===== src/rtl/core/esc2u_pkg.sv =====
package esc2u_pkg;

    localparam int QUEUE_DEPTH = 4;
    localparam int QUEUE_AW    = $clog2(QUEUE_DEPTH);
    localparam int QUEUE_CW    = QUEUE_AW + 1;

    localparam logic [7:0] CH_BSLASH = 8'h5c;
    localparam logic [7:0] CH_B      = 8'h62;
    localparam logic [7:0] CH_F      = 8'h66;
    localparam logic [7:0] CH_N      = 8'h6e;
    localparam logic [7:0] CH_R      = 8'h72;
    localparam logic [7:0] CH_T      = 8'h74;
    localparam logic [7:0] CH_U      = 8'h75;

    localparam logic [15:0] SURR_HI_MIN = 16'hd800;
    localparam logic [15:0] SURR_HI_MAX = 16'hdbff;
    localparam logic [20:0] SUPP_BASE   = 21'h10000;

    typedef enum logic [1:0] {
        ERR_NONE       = 2'd0,
        ERR_BAD_HEX    = 2'd1,
        ERR_END_IN_ESC = 2'd2
    } err_code_t;

    typedef enum logic [2:0] {
        PH_PLAIN = 3'd0,
        PH_ESC   = 3'd1,
        PH_HEX1  = 3'd2,
        PH_SKIP  = 3'd3,
        PH_HEX2  = 3'd4,
        PH_HALT  = 3'd5
    } phase_t;

    // One queued job: a raw byte, an error, or a code point to encode.
    typedef struct packed {
        logic      raw;
        err_code_t err;
        logic [20:0] cp;
    } job_t;

    // {ok, value}
    function automatic logic [4:0] hex_digit(input logic [7:0] b);
        logic [7:0] t;
        begin
            t = 8'h00;
            if (b >= 8'h30 && b <= 8'h39)
            begin
                return {1'b1, b[3:0]};
            end
            else if (b >= 8'h61 && b <= 8'h66)
            begin
                t = b - 8'h57;
                return {1'b1, t[3:0]};
            end
            else if (b >= 8'h41 && b <= 8'h46)
            begin
                t = b - 8'h37;
                return {1'b1, t[3:0]};
            end
            return 5'b0;
        end
    endfunction

endpackage


===== src/rtl/core/esc2u_in_if.sv =====
interface esc2u_in_if;
    logic       valid;
    logic       ready;
    logic [7:0] in_byte;
    logic       end_of_input;

    modport source (output valid, output in_byte, output end_of_input, input ready);
    modport sink   (input valid, input in_byte, input end_of_input, output ready);
endinterface


===== src/rtl/core/esc2u_out_if.sv =====
interface esc2u_out_if;
    logic       valid;
    logic       ready;
    logic [7:0] out_byte;
    logic [1:0] error_code;
    logic       last_of_run;

    modport source (output valid, output out_byte, output error_code, output last_of_run,
                    input ready);
    modport sink   (input valid, input out_byte, input error_code, input last_of_run,
                    output ready);
endinterface


===== src/rtl/core/esc2u_front.sv =====
module esc2u_front (
    input  logic               clk,
    input  logic               rst_n,
    esc2u_in_if.sink           din,
    input  logic               q_full,
    output logic               q_push,
    output esc2u_pkg::job_t    q_data
);

    esc2u_pkg::phase_t phase_reg, phase_next;
    logic [1:0]  digit_count_reg, digit_count_next;
    logic [15:0] code_accum_reg, code_accum_next;
    logic [9:0]  hs_bits_reg, hs_bits_next;

    logic        acc;
    logic [4:0]  hv;
    logic [15:0] accum_shift;
    logic        is_hex_phase;
    logic        hi_surr;

    assign din.ready    = !q_full;
    assign acc          = din.valid && din.ready;
    assign hv           = esc2u_pkg::hex_digit(din.in_byte);
    assign accum_shift  = {code_accum_reg[11:0], hv[3:0]};
    assign is_hex_phase = (phase_reg == esc2u_pkg::PH_HEX1) || (phase_reg == esc2u_pkg::PH_SKIP)
                       || (phase_reg == esc2u_pkg::PH_HEX2);
    assign hi_surr      = (accum_shift >= esc2u_pkg::SURR_HI_MIN)
                       && (accum_shift <= esc2u_pkg::SURR_HI_MAX);

    // next state
    always_comb
    begin
        phase_next       = phase_reg;
        digit_count_next = digit_count_reg;
        code_accum_next  = code_accum_reg;
        hs_bits_next     = hs_bits_reg;
        if (acc && phase_reg != esc2u_pkg::PH_HALT)
        begin
            if (din.end_of_input)
            begin
                phase_next = is_hex_phase ? esc2u_pkg::PH_HALT : esc2u_pkg::PH_PLAIN;
            end
            else
            begin
                case (phase_reg)
                    esc2u_pkg::PH_PLAIN:
                    begin
                        if (din.in_byte == esc2u_pkg::CH_BSLASH)
                        begin
                            phase_next = esc2u_pkg::PH_ESC;
                        end
                    end
                    esc2u_pkg::PH_ESC:
                    begin
                        if (din.in_byte == esc2u_pkg::CH_U)
                        begin
                            phase_next       = esc2u_pkg::PH_HEX1;
                            digit_count_next = 2'd0;
                            code_accum_next  = 16'd0;
                        end
                        else
                        begin
                            phase_next = esc2u_pkg::PH_PLAIN;
                        end
                    end
                    esc2u_pkg::PH_SKIP:
                    begin
                        if (digit_count_reg == 2'd1)
                        begin
                            phase_next       = esc2u_pkg::PH_HEX2;
                            digit_count_next = 2'd0;
                            code_accum_next  = 16'd0;
                        end
                        else
                        begin
                            digit_count_next = 2'd1;
                        end
                    end
                    esc2u_pkg::PH_HEX1, esc2u_pkg::PH_HEX2:
                    begin
                        if (!hv[4])
                        begin
                            phase_next = esc2u_pkg::PH_HALT;
                        end
                        else if (digit_count_reg != 2'd3)
                        begin
                            code_accum_next  = accum_shift;
                            digit_count_next = digit_count_reg + 2'd1;
                        end
                        else
                        begin
                            digit_count_next = 2'd0;
                            code_accum_next  = 16'd0;
                            if (phase_reg == esc2u_pkg::PH_HEX1 && hi_surr)
                            begin
                                hs_bits_next = accum_shift[9:0];
                                phase_next   = esc2u_pkg::PH_SKIP;
                            end
                            else
                            begin
                                phase_next = esc2u_pkg::PH_PLAIN;
                            end
                        end
                    end
                    default:
                    begin
                        phase_next = esc2u_pkg::PH_HALT;
                    end
                endcase
            end
        end
    end

    // job issue
    always_comb
    begin
        q_push     = 1'b0;
        q_data.raw = 1'b0;
        q_data.err = esc2u_pkg::ERR_NONE;
        q_data.cp  = 21'd0;
        if (acc && phase_reg != esc2u_pkg::PH_HALT)
        begin
            if (din.end_of_input)
            begin
                if (is_hex_phase)
                begin
                    q_push     = 1'b1;
                    q_data.err = esc2u_pkg::ERR_END_IN_ESC;
                end
            end
            else
            begin
                case (phase_reg)
                    esc2u_pkg::PH_PLAIN:
                    begin
                        q_push     = (din.in_byte != esc2u_pkg::CH_BSLASH);
                        q_data.raw = 1'b1;
                        q_data.cp  = {13'd0, din.in_byte};
                    end
                    esc2u_pkg::PH_ESC:
                    begin
                        q_push     = (din.in_byte != esc2u_pkg::CH_U);
                        q_data.raw = 1'b1;
                        case (din.in_byte)
                            esc2u_pkg::CH_B: q_data.cp = 21'h08;
                            esc2u_pkg::CH_F: q_data.cp = 21'h0c;
                            esc2u_pkg::CH_N: q_data.cp = 21'h0a;
                            esc2u_pkg::CH_R: q_data.cp = 21'h0d;
                            esc2u_pkg::CH_T: q_data.cp = 21'h09;
                            default:         q_data.cp = {13'd0, din.in_byte};
                        endcase
                    end
                    esc2u_pkg::PH_HEX1, esc2u_pkg::PH_HEX2:
                    begin
                        if (!hv[4])
                        begin
                            q_push     = 1'b1;
                            q_data.err = esc2u_pkg::ERR_BAD_HEX;
                        end
                        else if (digit_count_reg == 2'd3)
                        begin
                            if (phase_reg == esc2u_pkg::PH_HEX2)
                            begin
                                q_push    = 1'b1;
                                q_data.cp = esc2u_pkg::SUPP_BASE
                                          + {1'b0, hs_bits_reg, accum_shift[9:0]};
                            end
                            else
                            begin
                                q_push    = !hi_surr;
                                q_data.cp = {5'd0, accum_shift};
                            end
                        end
                    end
                    default:
                    begin
                        q_push = 1'b0;
                    end
                endcase
            end
        end
    end

    always_ff @(posedge clk or negedge rst_n)
    begin
        if (!rst_n)
        begin
            phase_reg       <= esc2u_pkg::PH_PLAIN;
            digit_count_reg <= 2'd0;
            code_accum_reg  <= 16'd0;
            hs_bits_reg     <= 10'd0;
        end
        else
        begin
            phase_reg       <= phase_next;
            digit_count_reg <= digit_count_next;
            code_accum_reg  <= code_accum_next;
            hs_bits_reg     <= hs_bits_next;
        end
    end

endmodule


===== src/rtl/core/esc2u_queue.sv =====
module esc2u_queue (
    input  logic               clk,
    input  logic               rst_n,
    input  logic               push,
    input  esc2u_pkg::job_t    push_data,
    output logic               full,
    input  logic               pop,
    output esc2u_pkg::job_t    pop_data,
    output logic               empty
);

    esc2u_pkg::job_t mem [esc2u_pkg::QUEUE_DEPTH];

    logic [esc2u_pkg::QUEUE_AW-1:0] wr_ptr_reg, wr_ptr_next;
    logic [esc2u_pkg::QUEUE_AW-1:0] rd_ptr_reg, rd_ptr_next;
    logic [esc2u_pkg::QUEUE_CW-1:0] count_reg, count_next;
    logic do_push, do_pop;

    assign full     = (count_reg == esc2u_pkg::QUEUE_CW'(esc2u_pkg::QUEUE_DEPTH));
    assign empty    = (count_reg == '0);
    assign do_push  = push && !full;
    assign do_pop   = pop && !empty;
    assign pop_data = mem[rd_ptr_reg];

    always_comb
    begin
        wr_ptr_next = do_push ? wr_ptr_reg + esc2u_pkg::QUEUE_AW'(1) : wr_ptr_reg;
        rd_ptr_next = do_pop ? rd_ptr_reg + esc2u_pkg::QUEUE_AW'(1) : rd_ptr_reg;
        count_next  = count_reg;
        if (do_push && !do_pop)
        begin
            count_next = count_reg + esc2u_pkg::QUEUE_CW'(1);
        end
        else if (do_pop && !do_push)
        begin
            count_next = count_reg - esc2u_pkg::QUEUE_CW'(1);
        end
    end

    always_ff @(posedge clk)
    begin
        if (do_push)
        begin
            mem[wr_ptr_reg] <= push_data;
        end
    end

    always_ff @(posedge clk or negedge rst_n)
    begin
        if (!rst_n)
        begin
            wr_ptr_reg <= '0;
            rd_ptr_reg <= '0;
            count_reg  <= '0;
        end
        else
        begin
            wr_ptr_reg <= wr_ptr_next;
            rd_ptr_reg <= rd_ptr_next;
            count_reg  <= count_next;
        end
    end

endmodule


===== src/rtl/core/esc2u_back.sv =====
module esc2u_back (
    input  logic               clk,
    input  logic               rst_n,
    input  esc2u_pkg::job_t    job,
    input  logic               q_empty,
    output logic               q_pop,
    esc2u_out_if.source        dout
);

    logic [1:0] idx_reg, idx_next;
    logic       valid_reg, valid_next;
    logic [7:0] byte_reg, byte_next;
    logic [1:0] err_reg, err_next;
    logic       last_reg, last_next;

    logic       load;
    logic [1:0] nm1;
    logic [7:0] cur_byte;
    logic       cur_last;

    // bytes in this job, minus one
    always_comb
    begin
        if (job.raw || job.err != esc2u_pkg::ERR_NONE || job.cp <= 21'h7f)
        begin
            nm1 = 2'd0;
        end
        else if (job.cp <= 21'h7ff)
        begin
            nm1 = 2'd1;
        end
        else if (job.cp <= 21'hffff)
        begin
            nm1 = 2'd2;
        end
        else
        begin
            nm1 = 2'd3;
        end
    end

    always_comb
    begin
        case ({nm1, idx_reg})
            4'b00_00: cur_byte = job.cp[7:0];
            4'b01_00: cur_byte = {3'b110, job.cp[10:6]};
            4'b10_00: cur_byte = {4'b1110, job.cp[15:12]};
            4'b11_00: cur_byte = {5'b11110, job.cp[20:18]};
            4'b10_01: cur_byte = {2'b10, job.cp[11:6]};
            4'b11_01: cur_byte = {2'b10, job.cp[17:12]};
            4'b11_10: cur_byte = {2'b10, job.cp[11:6]};
            default:  cur_byte = {2'b10, job.cp[5:0]};
        endcase
    end

    assign cur_last = (idx_reg == nm1);
    assign load     = !q_empty && (!valid_reg || dout.ready);
    assign q_pop    = load && cur_last;

    always_comb
    begin
        idx_next   = idx_reg;
        byte_next  = byte_reg;
        err_next   = err_reg;
        last_next  = last_reg;
        valid_next = valid_reg && !dout.ready;
        if (load)
        begin
            valid_next = 1'b1;
            byte_next  = cur_byte;
            err_next   = job.err;
            last_next  = cur_last;
            idx_next   = cur_last ? 2'd0 : idx_reg + 2'd1;
        end
    end

    always_ff @(posedge clk or negedge rst_n)
    begin
        if (!rst_n)
        begin
            idx_reg   <= 2'd0;
            valid_reg <= 1'b0;
        end
        else
        begin
            idx_reg   <= idx_next;
            valid_reg <= valid_next;
        end
    end

    always_ff @(posedge clk)
    begin
        byte_reg <= byte_next;
        err_reg  <= err_next;
        last_reg <= last_next;
    end

    assign dout.valid       = valid_reg;
    assign dout.out_byte    = byte_reg;
    assign dout.error_code  = err_reg;
    assign dout.last_of_run = last_reg;

endmodule


===== src/rtl/core/json_escape_to_utf8_decoder_top.sv =====
// channel | dir | word contents
// in_ch   | in  | in_byte[7:0], end_of_input
// out_ch  | out | out_byte[7:0], error_code[1:0], last_of_run
//
// Front end takes one input word per cycle while the 4-entry job queue has room.
// Back end emits one UTF-8 byte per cycle while out_ch is ready: a plain byte is one
// byte, a supplementary code point up to four; the queue absorbs those bursts.
// rst_n (async) clears all control state; no clearing pass.
// Output is a registered stage, so out_ch stalls reach the input only once the queue fills.
module json_escape_to_utf8_decoder_top (
    input  logic         clk,
    input  logic         rst_n,
    esc2u_in_if.sink     in_ch,
    esc2u_out_if.source  out_ch
);

    esc2u_pkg::job_t push_data;
    esc2u_pkg::job_t pop_data;
    logic q_push, q_full, q_pop, q_empty;

    esc2u_front u_front (
        .clk    (clk),
        .rst_n  (rst_n),
        .din    (in_ch),
        .q_full (q_full),
        .q_push (q_push),
        .q_data (push_data)
    );

    esc2u_queue u_queue (
        .clk       (clk),
        .rst_n     (rst_n),
        .push      (q_push),
        .push_data (push_data),
        .full      (q_full),
        .pop       (q_pop),
        .pop_data  (pop_data),
        .empty     (q_empty)
    );

    esc2u_back u_back (
        .clk     (clk),
        .rst_n   (rst_n),
        .job     (pop_data),
        .q_empty (q_empty),
        .q_pop   (q_pop),
        .dout    (out_ch)
    );

`ifndef SYNTHESIS
    a_no_push_full: assert property (@(posedge clk) disable iff (!rst_n)
        q_push |-> !q_full)
        else $error("job pushed into full queue");

    a_no_pop_empty: assert property (@(posedge clk) disable iff (!rst_n)
        q_pop |-> !q_empty)
        else $error("job popped from empty queue");

    a_err_word: assert property (@(posedge clk) disable iff (!rst_n)
        (out_ch.valid && out_ch.error_code != esc2u_pkg::ERR_NONE)
            |-> (out_ch.out_byte == 8'd0 && out_ch.last_of_run))
        else $error("error word must carry zero byte and last flag");
`endif

endmodule


===== src/flat_wrapper.sv =====
// flat-port wrapper written by rule: the top's interface ports become plain ports
module json_escape_to_utf8_decoder_top_flat 
  (clk, rst_n, in_ch_valid, in_ch_in_byte, in_ch_end_of_input, in_ch_ready, out_ch_valid, out_ch_out_byte, out_ch_error_code, out_ch_last_of_run, out_ch_ready);
  esc2u_in_if in_ch_i ();
  esc2u_out_if out_ch_i ();
  input  logic clk;
  input  logic rst_n;
  input wire logic [$bits(in_ch_i.valid)-1:0] in_ch_valid;
  input wire logic [$bits(in_ch_i.in_byte)-1:0] in_ch_in_byte;
  input wire logic [$bits(in_ch_i.end_of_input)-1:0] in_ch_end_of_input;
  output wire logic [$bits(in_ch_i.ready)-1:0] in_ch_ready;
  output wire logic [$bits(out_ch_i.valid)-1:0] out_ch_valid;
  output wire logic [$bits(out_ch_i.out_byte)-1:0] out_ch_out_byte;
  output wire logic [$bits(out_ch_i.error_code)-1:0] out_ch_error_code;
  output wire logic [$bits(out_ch_i.last_of_run)-1:0] out_ch_last_of_run;
  input wire logic [$bits(out_ch_i.ready)-1:0] out_ch_ready;
  assign in_ch_i.valid = in_ch_valid;
  assign in_ch_i.in_byte = in_ch_in_byte;
  assign in_ch_i.end_of_input = in_ch_end_of_input;
  assign in_ch_ready = in_ch_i.ready;
  assign out_ch_valid = out_ch_i.valid;
  assign out_ch_out_byte = out_ch_i.out_byte;
  assign out_ch_error_code = out_ch_i.error_code;
  assign out_ch_last_of_run = out_ch_i.last_of_run;
  assign out_ch_i.ready = out_ch_ready;
  json_escape_to_utf8_decoder_top u_core (.clk(clk), .rst_n(rst_n), .in_ch(in_ch_i), .out_ch(out_ch_i));
endmodule

===== config.mk =====
export PLATFORM = sky130hd
export DESIGN_NAME = json_escape_to_utf8_decoder_top_flat
export DESIGN_NICKNAME = d
export VERILOG_FILES = /design/src/rtl/core/esc2u_pkg.sv /design/src/rtl/core/esc2u_in_if.sv /design/src/rtl/core/esc2u_out_if.sv /design/src/rtl/core/esc2u_front.sv /design/src/rtl/core/esc2u_queue.sv /design/src/rtl/core/esc2u_back.sv /design/src/rtl/core/json_escape_to_utf8_decoder_top.sv /design/src/flat_wrapper.sv
export SDC_FILE = /design/constraint.sdc
export NUM_CORES = 1
export LEC_CHECK = 0
export ABC_AREA = 0
export BUFFER_PORTS_ARGS = -buffer_cell sky130_fd_sc_hd__buf_2
export CORE_MARGIN = 5
export CORE_UTILIZATION = 40
export CTS_BUF_LIST = sky130_fd_sc_hd__clkbuf_8 sky130_fd_sc_hd__clkbuf_16
export CTS_CLUSTER_DIAMETER = 150
export DETAILED_ROUTE_END_ITERATION = 7
export HOLD_SLACK_MARGIN = 0.1
export PLACE_DENSITY = 0.63
export RECOVER_POWER = 25
export SYNTH_ARGS = -nofsm -noshare
export SYNTH_HDL_FRONTEND = slang
export SYNTH_HIERARCHICAL = 1
export SYNTH_SLANG_ARGS = --single-unit

===== constraint.sdc =====
create_clock -name clk -period 7.8 [get_ports clk]
set_clock_uncertainty 0.2 [all_clocks]
set_input_delay 0.78 -clock clk [delete_from_list [all_inputs] [get_ports clk]]
set_output_delay 0.78 -clock clk [all_outputs]
set_load 0.05 [all_outputs]

==> run_results.csv, run 1 <==
group,metric,value,unit
outcome,violations,"max-capacitance violations, max-slew violations",
timing,finalCritPeriodShare,55.5,%
timing,whs,288,ps
outcome,status,"finished, violations left",
yosys,ys.flop_type,"edfxtp_1",
timing,drv_slew,38,
power,leakage,2.88,nW
routing,vias,4453,
yosys,synthDominantCellAreaShare,44.8,%
clocking,cts_setup_buffers,0,
yosys,synthMostInstantiatedCell,"edfxtp_1",
yosys,ys_seq_elements,144,
worst_setup_path,reg2reg_to,"u_core/u_queue/count_reg[1]$_DFFE_PN0P_",
yosys,ys_types,83,
clocking,cts.sinks,144,
clocking,clk_pin_slew,60,ps
clocking,numCtsBuffers,17,
timing,hold_viol_final,0,
global_route,grt-ovfl-total,0,
floorplanning,dieArea,20700,um^2
timing,relSlewSlack,-36.9,%
routing,drt-total-wl,15200,um
worst_setup_path,crit_path_max_incr_delay,1030,ps
layout,largest_reg_flops,96,
worst_setup_path,cp.arrival,4430,ps
global_route,grt_pass1_vias,4494,
worst_setup_path,crit_path_top_delay_cell,"dfrtp_1",
global_route,grt_max_degree,38,
layout,drive_above_1_share,16.5,%
clocking,cts_buffer_depth,2,
layout,utilization,45.1,%
clocking,cts_root_buffer,"clkbuf_16",
clocking,cts_hold_buf,0,
power,finalPower,0.00284,W
yosys,synth_area_per_cell,13.7,um^2
layout,antenna_cells,0,
yosys,ys_top_cells_by_count,"edfxtp_1, nand2_1, dfrtp_1",
floorplanning,fp.dieH,144,um
floorplanning,ios,26,
timing,finalSetupViolCount,0,
floorplanning,die_x,144,um
worst_setup_path,critical_path_class,"reg -> reg",
worst_setup_path,r2r_cells,11,
placed_design,placed_cells,760,
clocking,htree_num_levels,4,
yosys,syn-num-nets,554,
timing,clock.fmax,231,MHz
floorplanning,coreArea,17800,um^2
routing,wire_per_inst,19.1,um
layout,final_cells,792,
routing,drt_iter0_drc,354,
routing,remaining_drc_errors,0,
clocking,tritoncts,"built",
timing,worst_slew_pin_slew,2050,ps
yosys,synth_edf_count,107,
yosys,synth_area_leaders,"edfxtp_1, dfrtp_1, mux4_2",
worst_setup_path,crit_fanout,25,
layout,fillCellCount,1585,
timing,rsz0062_at_grt,"no",
worst_setup_path,crit_path_cell_trace,"mux4_1, nor3_4, nand4_2, o21a_4, or3_4, a21oi_2, nand2_1, ha_1, inv_1, fa_1, mux2_2",
yosys,yosysWarnings,6,
layout,area_growth_syn_to_layout,11.9,%
global_route,grt_pass1_wl,24500,um
clocking,insertion_delay,420,ps
placed_design,io_buffers,25,
global_route,antenna_found_initial,0,
worst_setup_path,startpoint_type,"register",
worst_setup_path,crit_required,7900,ps
layout,nets,579,
yosys,synthArstFlopShare,25.7,%
clocking,cts-resized-gates,0,
placed_design,place_hpwl,10900,um
run,timing.max_cap.violations,1,
timing,fin_crit,4330,ps
routing,viasPerCell,5.62,
placed_design,routabilityCongestion,0.868,
routing,drt_pre_antenna_iters,5,
yosys,seq_area_frac_synth,57.7,%
yosys,syn-instance-count,525,
worst_setup_path,worst_setup_path_end_kind,"register",
yosys,yosysTopAreaCell,"edfxtp_1",
worst_hold_path,min_path_cells,2,
worst_setup_path,reg2reg_setup_slack,3470,ps
floorplanning,rows,49,
worst_hold_path,min_from,"u_core/u_front/hs_bits_reg[3]$_DFFE_PN0P_",
floorplanning,start_util,40.3,%
power,irDropWorstVdd,0.000199,V
routing,antenna_left,0,
worst_setup_path,r2r_start,"u_core/u_queue/rd_ptr_reg[1]$_DFFE_PN0P_",
yosys,syn_area,7170,um^2
worst_hold_path,min_path_type,"reg -> reg",
timing,finalSetupTns,0,ps
global_route,track_usage,15.5,%
power,power.density,354,nW/um^2
worst_hold_path,min_to,"u_core/u_front/hs_bits_reg[3]$_DFFE_PN0P_",
worst max path at each step:
stage | slack (ps) | from | end | cells after the start
finish | 3470 | u_core/u_queue/rd_ptr_reg[1]$_DFFE_PN0P_ | u_core/u_queue/count_reg[1]$_DFFE_PN0P_ | 11
detailed placement | 3350 | in_ch_in_byte[0] | u_core/u_queue/mem[0][1]$_DFFE_PP_ | 10
floorplan | 4090 | u_core/u_queue/rd_ptr_reg[0]$_DFFE_PN0P_ | u_core/u_queue/count_reg[1]$_DFFE_PN0P_ | 12
CTS | 3400 | u_core/u_queue/rd_ptr_reg[1]$_DFFE_PN0P_ | u_core/u_queue/count_reg[1]$_DFFE_PN0P_ | 11
global placement | 3410 | in_ch_in_byte[0] | u_core/u_queue/mem[0][5]$_DFFE_PP_ | 10
global route | 3190 | u_core/u_front/phase_reg[0]$_DFFE_PN0P_ | u_core/u_queue/mem[0][1]$_DFFE_PP_ | 5
critical path: cells and delay by family, from the launching register on:
kind	cells	cell delay [ps]
AND/OR/NAND/NOR	4	1070
adder cells (fa/ha/maj)	2	630
AO/OA/AOI/OAI	2	440
multiplexers	2	770
buffers and inverters	1	70
flip-flops	1	1030
layout make-up:
class                      count  area [um^2]  area share [%]
sequential                   144         4140            51.6
multi-input combinational    333         2760            34.4
clock buffer                  17          425            5.30
tap                          229          287            3.57
clock inverter                15          185            2.31
timing repair buffer          28          130            1.62
inverter                      26         97.6            1.22
stage by stage:
step,cell area [um^2],setup slack [ps]
6_report,8020,3470
5_1_grt,8020,3190
4_1_cts,8050,3400
3_5_place_dp,7440,3350
3_3_place_gp,7440,3410
2_1_floorplan,7170,4090
power breakdown:
group	switching, W	total, W	leakage (nW)	internal, W
clock	0.000313	0.000820	0.295	0.000507
combinational	0.000558	0.000912	1.12	0.000355
sequential	0.000123	0.00110	1.46	0.000982
cells in the final DEF (no fill, tap or decap), types with 7 or more instances in the layout:
| cell type | count |
|---|---|
| inv_1 | 27 |
| mux2i_1 | 9 |
| edfxtp_1 | 107 |
| a21oi_1 | 15 |
| and3_1 | 11 |
| a31oi_1 | 7 |
| o21ai_0 | 19 |
| nand3_1 | 14 |
| nand2_1 | 42 |
| nand2b_1 | 8 |
| ha_1 | 15 |
| xnor2_1 | 7 |
| nor2_1 | 27 |
| nor3_1 | 7 |
| mux4_2 | 18 |
| buf_2 | 11 |
| clkbuf_16 | 17 |
| dfrtp_1 | 37 |
| clkbuf_1 | 14 |
| a211o_1 | 7 |
routing by layer:
metal  vias to the layer above  part of all wire [%]  global-route usage [%]
met5                         -                     0                       0
met4                         0                   2.2                    5.60
met3                        25                   4.8                    3.19
met2                       141                    49                    25.2
met1                      2189                    44                    20.5
li1                       2098                     -                       -
cell families (layout without fill, tap and decap cells):
logic type / after synthesis / in the layout / share of synthesized area [%]
adders and majority gates: 16 / 16 / 2.90
buffers and inverters: 48 / 86 / 3.65
DFF: 144 / 144 / 57.7
and+or+nand+nor: 158 / 158 / 12.7
muxes: 41 / 41 / 10.5
xor gates and xnor gates: 10 / 10 / 1.22
AOI/OAI and AO/OA: 108 / 108 / 11.3
Power figures use the tool's default switching activity.
==> inputs of run 2 (changes only) <==
--- a/config.mk
+++ b/config.mk
@@ -5,7 +5,7 @@
 export SDC_FILE = /design/constraint.sdc
 export NUM_CORES = 1
 export LEC_CHECK = 0
-export ABC_AREA = 0
+export ABC_AREA = 1
 export BUFFER_PORTS_ARGS = -buffer_cell sky130_fd_sc_hd__buf_2
 export CORE_MARGIN = 5
 export CORE_UTILIZATION = 40
@@ -13,7 +13,7 @@
 export CTS_CLUSTER_DIAMETER = 150
 export DETAILED_ROUTE_END_ITERATION = 7
 export HOLD_SLACK_MARGIN = 0.1
-export PLACE_DENSITY = 0.63
+export PLACE_DENSITY = 0.65
 export RECOVER_POWER = 25
 export SYNTH_ARGS = -nofsm -noshare
 export SYNTH_HDL_FRONTEND = slang
==> constraint.sdc (replaced) <==
create_clock -name clk -period 3.64 [get_ports clk]
set_clock_uncertainty 0.2 [all_clocks]
set_input_delay 0.364 -clock clk [delete_from_list [all_inputs] [get_ports clk]]
set_output_delay 0.364 -clock clk [all_outputs]
set_load 0.05 [all_outputs]
==> run 2 against run 1 <==
Effect of this change: the flow still finishes with violations (max-capacitance violations, max-slew violations); area after synthesis up 7.5%; synthesized cell count is 59% higher; sequential cell count unchanged; critical path type unchanged; largest power group is now combinational logic.
==> run_results.csv, run 2 <==
group,metric,value,unit
outcome,status,"finished, violations left",
yosys,synth_area_per_cell,9.25,um^2
yosys,synth_compound_area_share,9.87,%
layout,mostFrequentLayoutCell,"nand2_1",
timing,clock.fmax,302,MHz
worst_setup_path,reg2reg_setup_slack,330,ps
layout,final-seq-area,4140,um^2
worst_setup_path,crit_path_cell_trace,"inv_4, clkbuf_16, o211ai_1, nand2_1, or2_0, nor2_1, nand2_1, nand2_2, inv_4, nand2_2, nand2_1, nand2_1, nand2_2, nor2_2, nand2_1, ha_1, inv_1, fa_1, nand2_1, o21ai_0",
worst_setup_path,cp.arrival,3410,ps
clocking,cts_root_buffer,"clkbuf_16",
routing,drt_iter0_drc,304,
global_route,track_usage,15.4,%
timing,drv_slew,38,
worst_setup_path,crit_required,3740,ps
yosys,synth-xor-area-share,0.341,%
layout,fin_area,8700,um^2
yosys,syn_area,7710,um^2
worst_hold_path,min_from,"in_ch_end_of_input",
clocking,cts_setup_buffers,0,
clocking,cts_buffer_depth,2,
timing,rsz0062_at_grt,"no",
yosys,synthMostInstantiatedCell,"nand2_1",
floorplanning,dieArea,22100,um^2
worst_setup_path,crit_path_max_incr_delay,410,ps
worst_setup_path,worst_setup_path_end_kind,"register",
clocking,htree_num_levels,4,
run,timing.max_cap.violations,1,
worst_setup_path,critical_path_class,"reg -> reg",
timing,hold_viol_final,0,
floorplanning,rows,50,
yosys,synthDominantCellAreaShare,41.7,%
layout,area_growth_syn_to_layout,12.9,%
worst_setup_path,crit_path_top_delay_cell,"fa_1",
yosys,synth_area_leaders,"edfxtp_1, dfrtp_1, nand2_1",
floorplanning,die_x,149,um
routing,viasPerCell,4.77,
placed_design,place_area,8150,um^2
worst_setup_path,startpoint_type,"register",
layout,utilization,46.2,%
worst_setup_path,path_common_cell,"nand2_1",
outcome,violations,"max-capacitance violations, max-slew violations",
worst_setup_path,crit_cells,20,
layout,multi_input_area,2870,um^2
global_route,grt_max_degree,45,
routing,drt_pre_antenna_iters,5,
global_route,grt_pass1_wl,26800,um
worst_hold_path,min_path_type,"in -> reg",
power,power.density,707,nW/um^2
yosys,syn-num-nets,862,
routing,antenna_left,0,
yosys,yosysWarnings,6,
yosys,ys_types,42,
layout,drive_above_1_share,15.4,%
yosys,synth_top_family_by_area,"simple AND/OR/NAND/NOR gates",
placed_design,pre_cts_slack,238,ps
yosys,synth_mux_area_share,0,%
clocking,numCtsBuffers,17,
yosys,yosysTopAreaCell,"edfxtp_1",
yosys,syn-instance-count,833,
timing,finalCritPeriodShare,91.0,%
routing,wire_per_inst,14.3,um
timing,layout_setup_ws,329,ps
worst_setup_path,reg2reg_to,"u_core/u_queue/count_reg[1]$_DFFE_PN0P_",
timing,relSlewSlack,-59.3,%
global_route,antenna_found_initial,0,
layout,fillCellCount,1784,
timing,worst_slew_pin_slew,2390,ps
power,irDropWorstVdd,0.000372,V
yosys,synth_edf_count,107,
placed_design,place_hpwl,11700,um
timing,fin_crit,3310,ps
global_route,grt_pass1_vias,5210,
layout,final_cell_mix,"nand2_1, inv_1, edfxtp_1, nand3_1, nor2_1",
clocking,cts.sinks,144,
worst_setup_path,critPathBufInv,4,
worst_setup_path,crit_family,"simple AND/OR/NAND/NOR gates",
yosys,synthArstFlopShare,25.7,%
floorplanning,coreArea,18800,um^2
routing,vias,5475,
floorplanning,start_util,40.9,%
global_route,grt-ovfl-total,0,
clocking,tritoncts,"built",
routing,drt-total-wl,16400,um
layout,nets,904,
layout,largest_reg_flops,96,
placed_design,routabilityCongestion,0.877,
worst_setup_path,r2r_cells,20,
yosys,synthSimpleGateAreaFrac,24.5,%
yosys,ys_top_cells_by_count,"nand2_1, inv_1, edfxtp_1",
yosys,ys_seq_elements,144,
power,leakage,3.86,nW
clocking,clk_pin_slew,60,ps
power,finalPower,0.00615,W
floorplanning,ios,26,
layout,antenna_cells,0,
timing,finalSetupTns,0,ps
yosys,ys.flop_type,"edfxtp_1",
clocking,insertion_delay,420,ps
yosys,synthAdderAreaFrac,2.69,%
worst_setup_path,cp-endpoint,"u_core/u_queue/count_reg[1]$_DFFE_PN0P_",
floorplanning,fp.dieH,149,um
timing,finalSetupViolCount,0,
placed_design,io_buffers,25,
yosys,seq_area_frac_synth,53.7,%
routing,remaining_drc_errors,0,
worst_setup_path,crit_fanout,22,
worst_setup_path,crit_start,"u_core/u_queue/rd_ptr_reg[0]$_DFFE_PN0P_",
worst_setup_path,r2r_start,"u_core/u_queue/rd_ptr_reg[0]$_DFFE_PN0P_",
-- run 2: cell count changes in the layout (fill, tap and decap cells not counted), sizes merged, moves of 8 or more --
| cell | before | now |
|---|---|---|
| nand3 | 14 | 68 |
| mux4 | 24 | 0 |
| nand2b | 8 | 0 |
| o211ai | 5 | 49 |
| and3 | 11 | 0 |
| inv | 31 | 144 |
| nor2 | 28 | 72 |
| buf | 14 | 27 |
| mux2 | 8 | 0 |
| nand2 | 43 | 246 |
| mux2i | 9 | 0 |
-- run 2: timing repair --
item,4_1_cts,5_1_grt
endpoints found under the hold margin,38,0
endpoints found under the setup margin,0,2
gates resized for setup,0,6
hold buffers,2,0
-- run 2: kinds of logic after synthesis --
kind of cell / Yosys count
AOI/OAI and AO/OA: 99
xor gates and xnor gates: 3
adders and majority gates: 16
buffers and inverters: 162
DFF: 144
and+or+nand+nor: 409
-- run 2: stage by stage --
stage | std cells | hold slack, ps
2_1_floorplan | 833 | -132
3_3_place_gp | 1113 | 262
3_5_place_dp | 1113 | 266
4_1_cts | 1147 | 209
5_1_grt | 1148 | 283
6_report | 1148 | 236
-- run 2: area by class of cell --
class,count,share of cell area [%]
clock buffers,17,4.89
well taps,260,3.74
clock inverters,15,1.24
repair buffers,44,3.39
flip-flops and latches,144,47.6
inverters,141,6.19
multi-input cells,527,33.0
-- run 2: tightest hold or removal path, cell delays in order --
cell and delay (ps):
buf_2 130, nor2_1 80, nand2_1 110, o21ai_0 110
-- run 2: how the worst min path moves through the flow --
stage	end	slack, ps	cells past startpoint
floorplan	u_core/u_back/dout.valid$_DFF_PN0_	-130	0
global placement	u_core/u_front/hs_bits_reg[1]$_DFFE_PN0P_	260	2
detailed placement	u_core/u_front/hs_bits_reg[1]$_DFFE_PN0P_	270	2
CTS	u_core/u_front/digit_count_reg[0]$_DFFE_PN0P_	210	4
global route	u_core/u_front/digit_count_reg[0]$_DFFE_PN0P_	280	4
finish	u_core/u_front/digit_count_reg[0]$_DFFE_PN0P_	240	4
-- run 2: metal layers --
metal | GRT usage [%] | up-vias | share of wire [%]
met2 | 24.2 | 129 | 46
met5 | 0 | - | 0
met4 | 5.35 | 0 | 1.4
met1 | 21.6 | 2512 | 48
met3 | 2.86 | 18 | 4.4
li1 | - | 2816 | -
-- run 2: report_power, final --
group | switching [W] | total (W) | internal [W]
combinational | 0.00168 | 0.00239 | 0.000710
sequential | 0.000115 | 0.00221 | 0.00209
clock | 0.000635 | 0.00156 | 0.000920
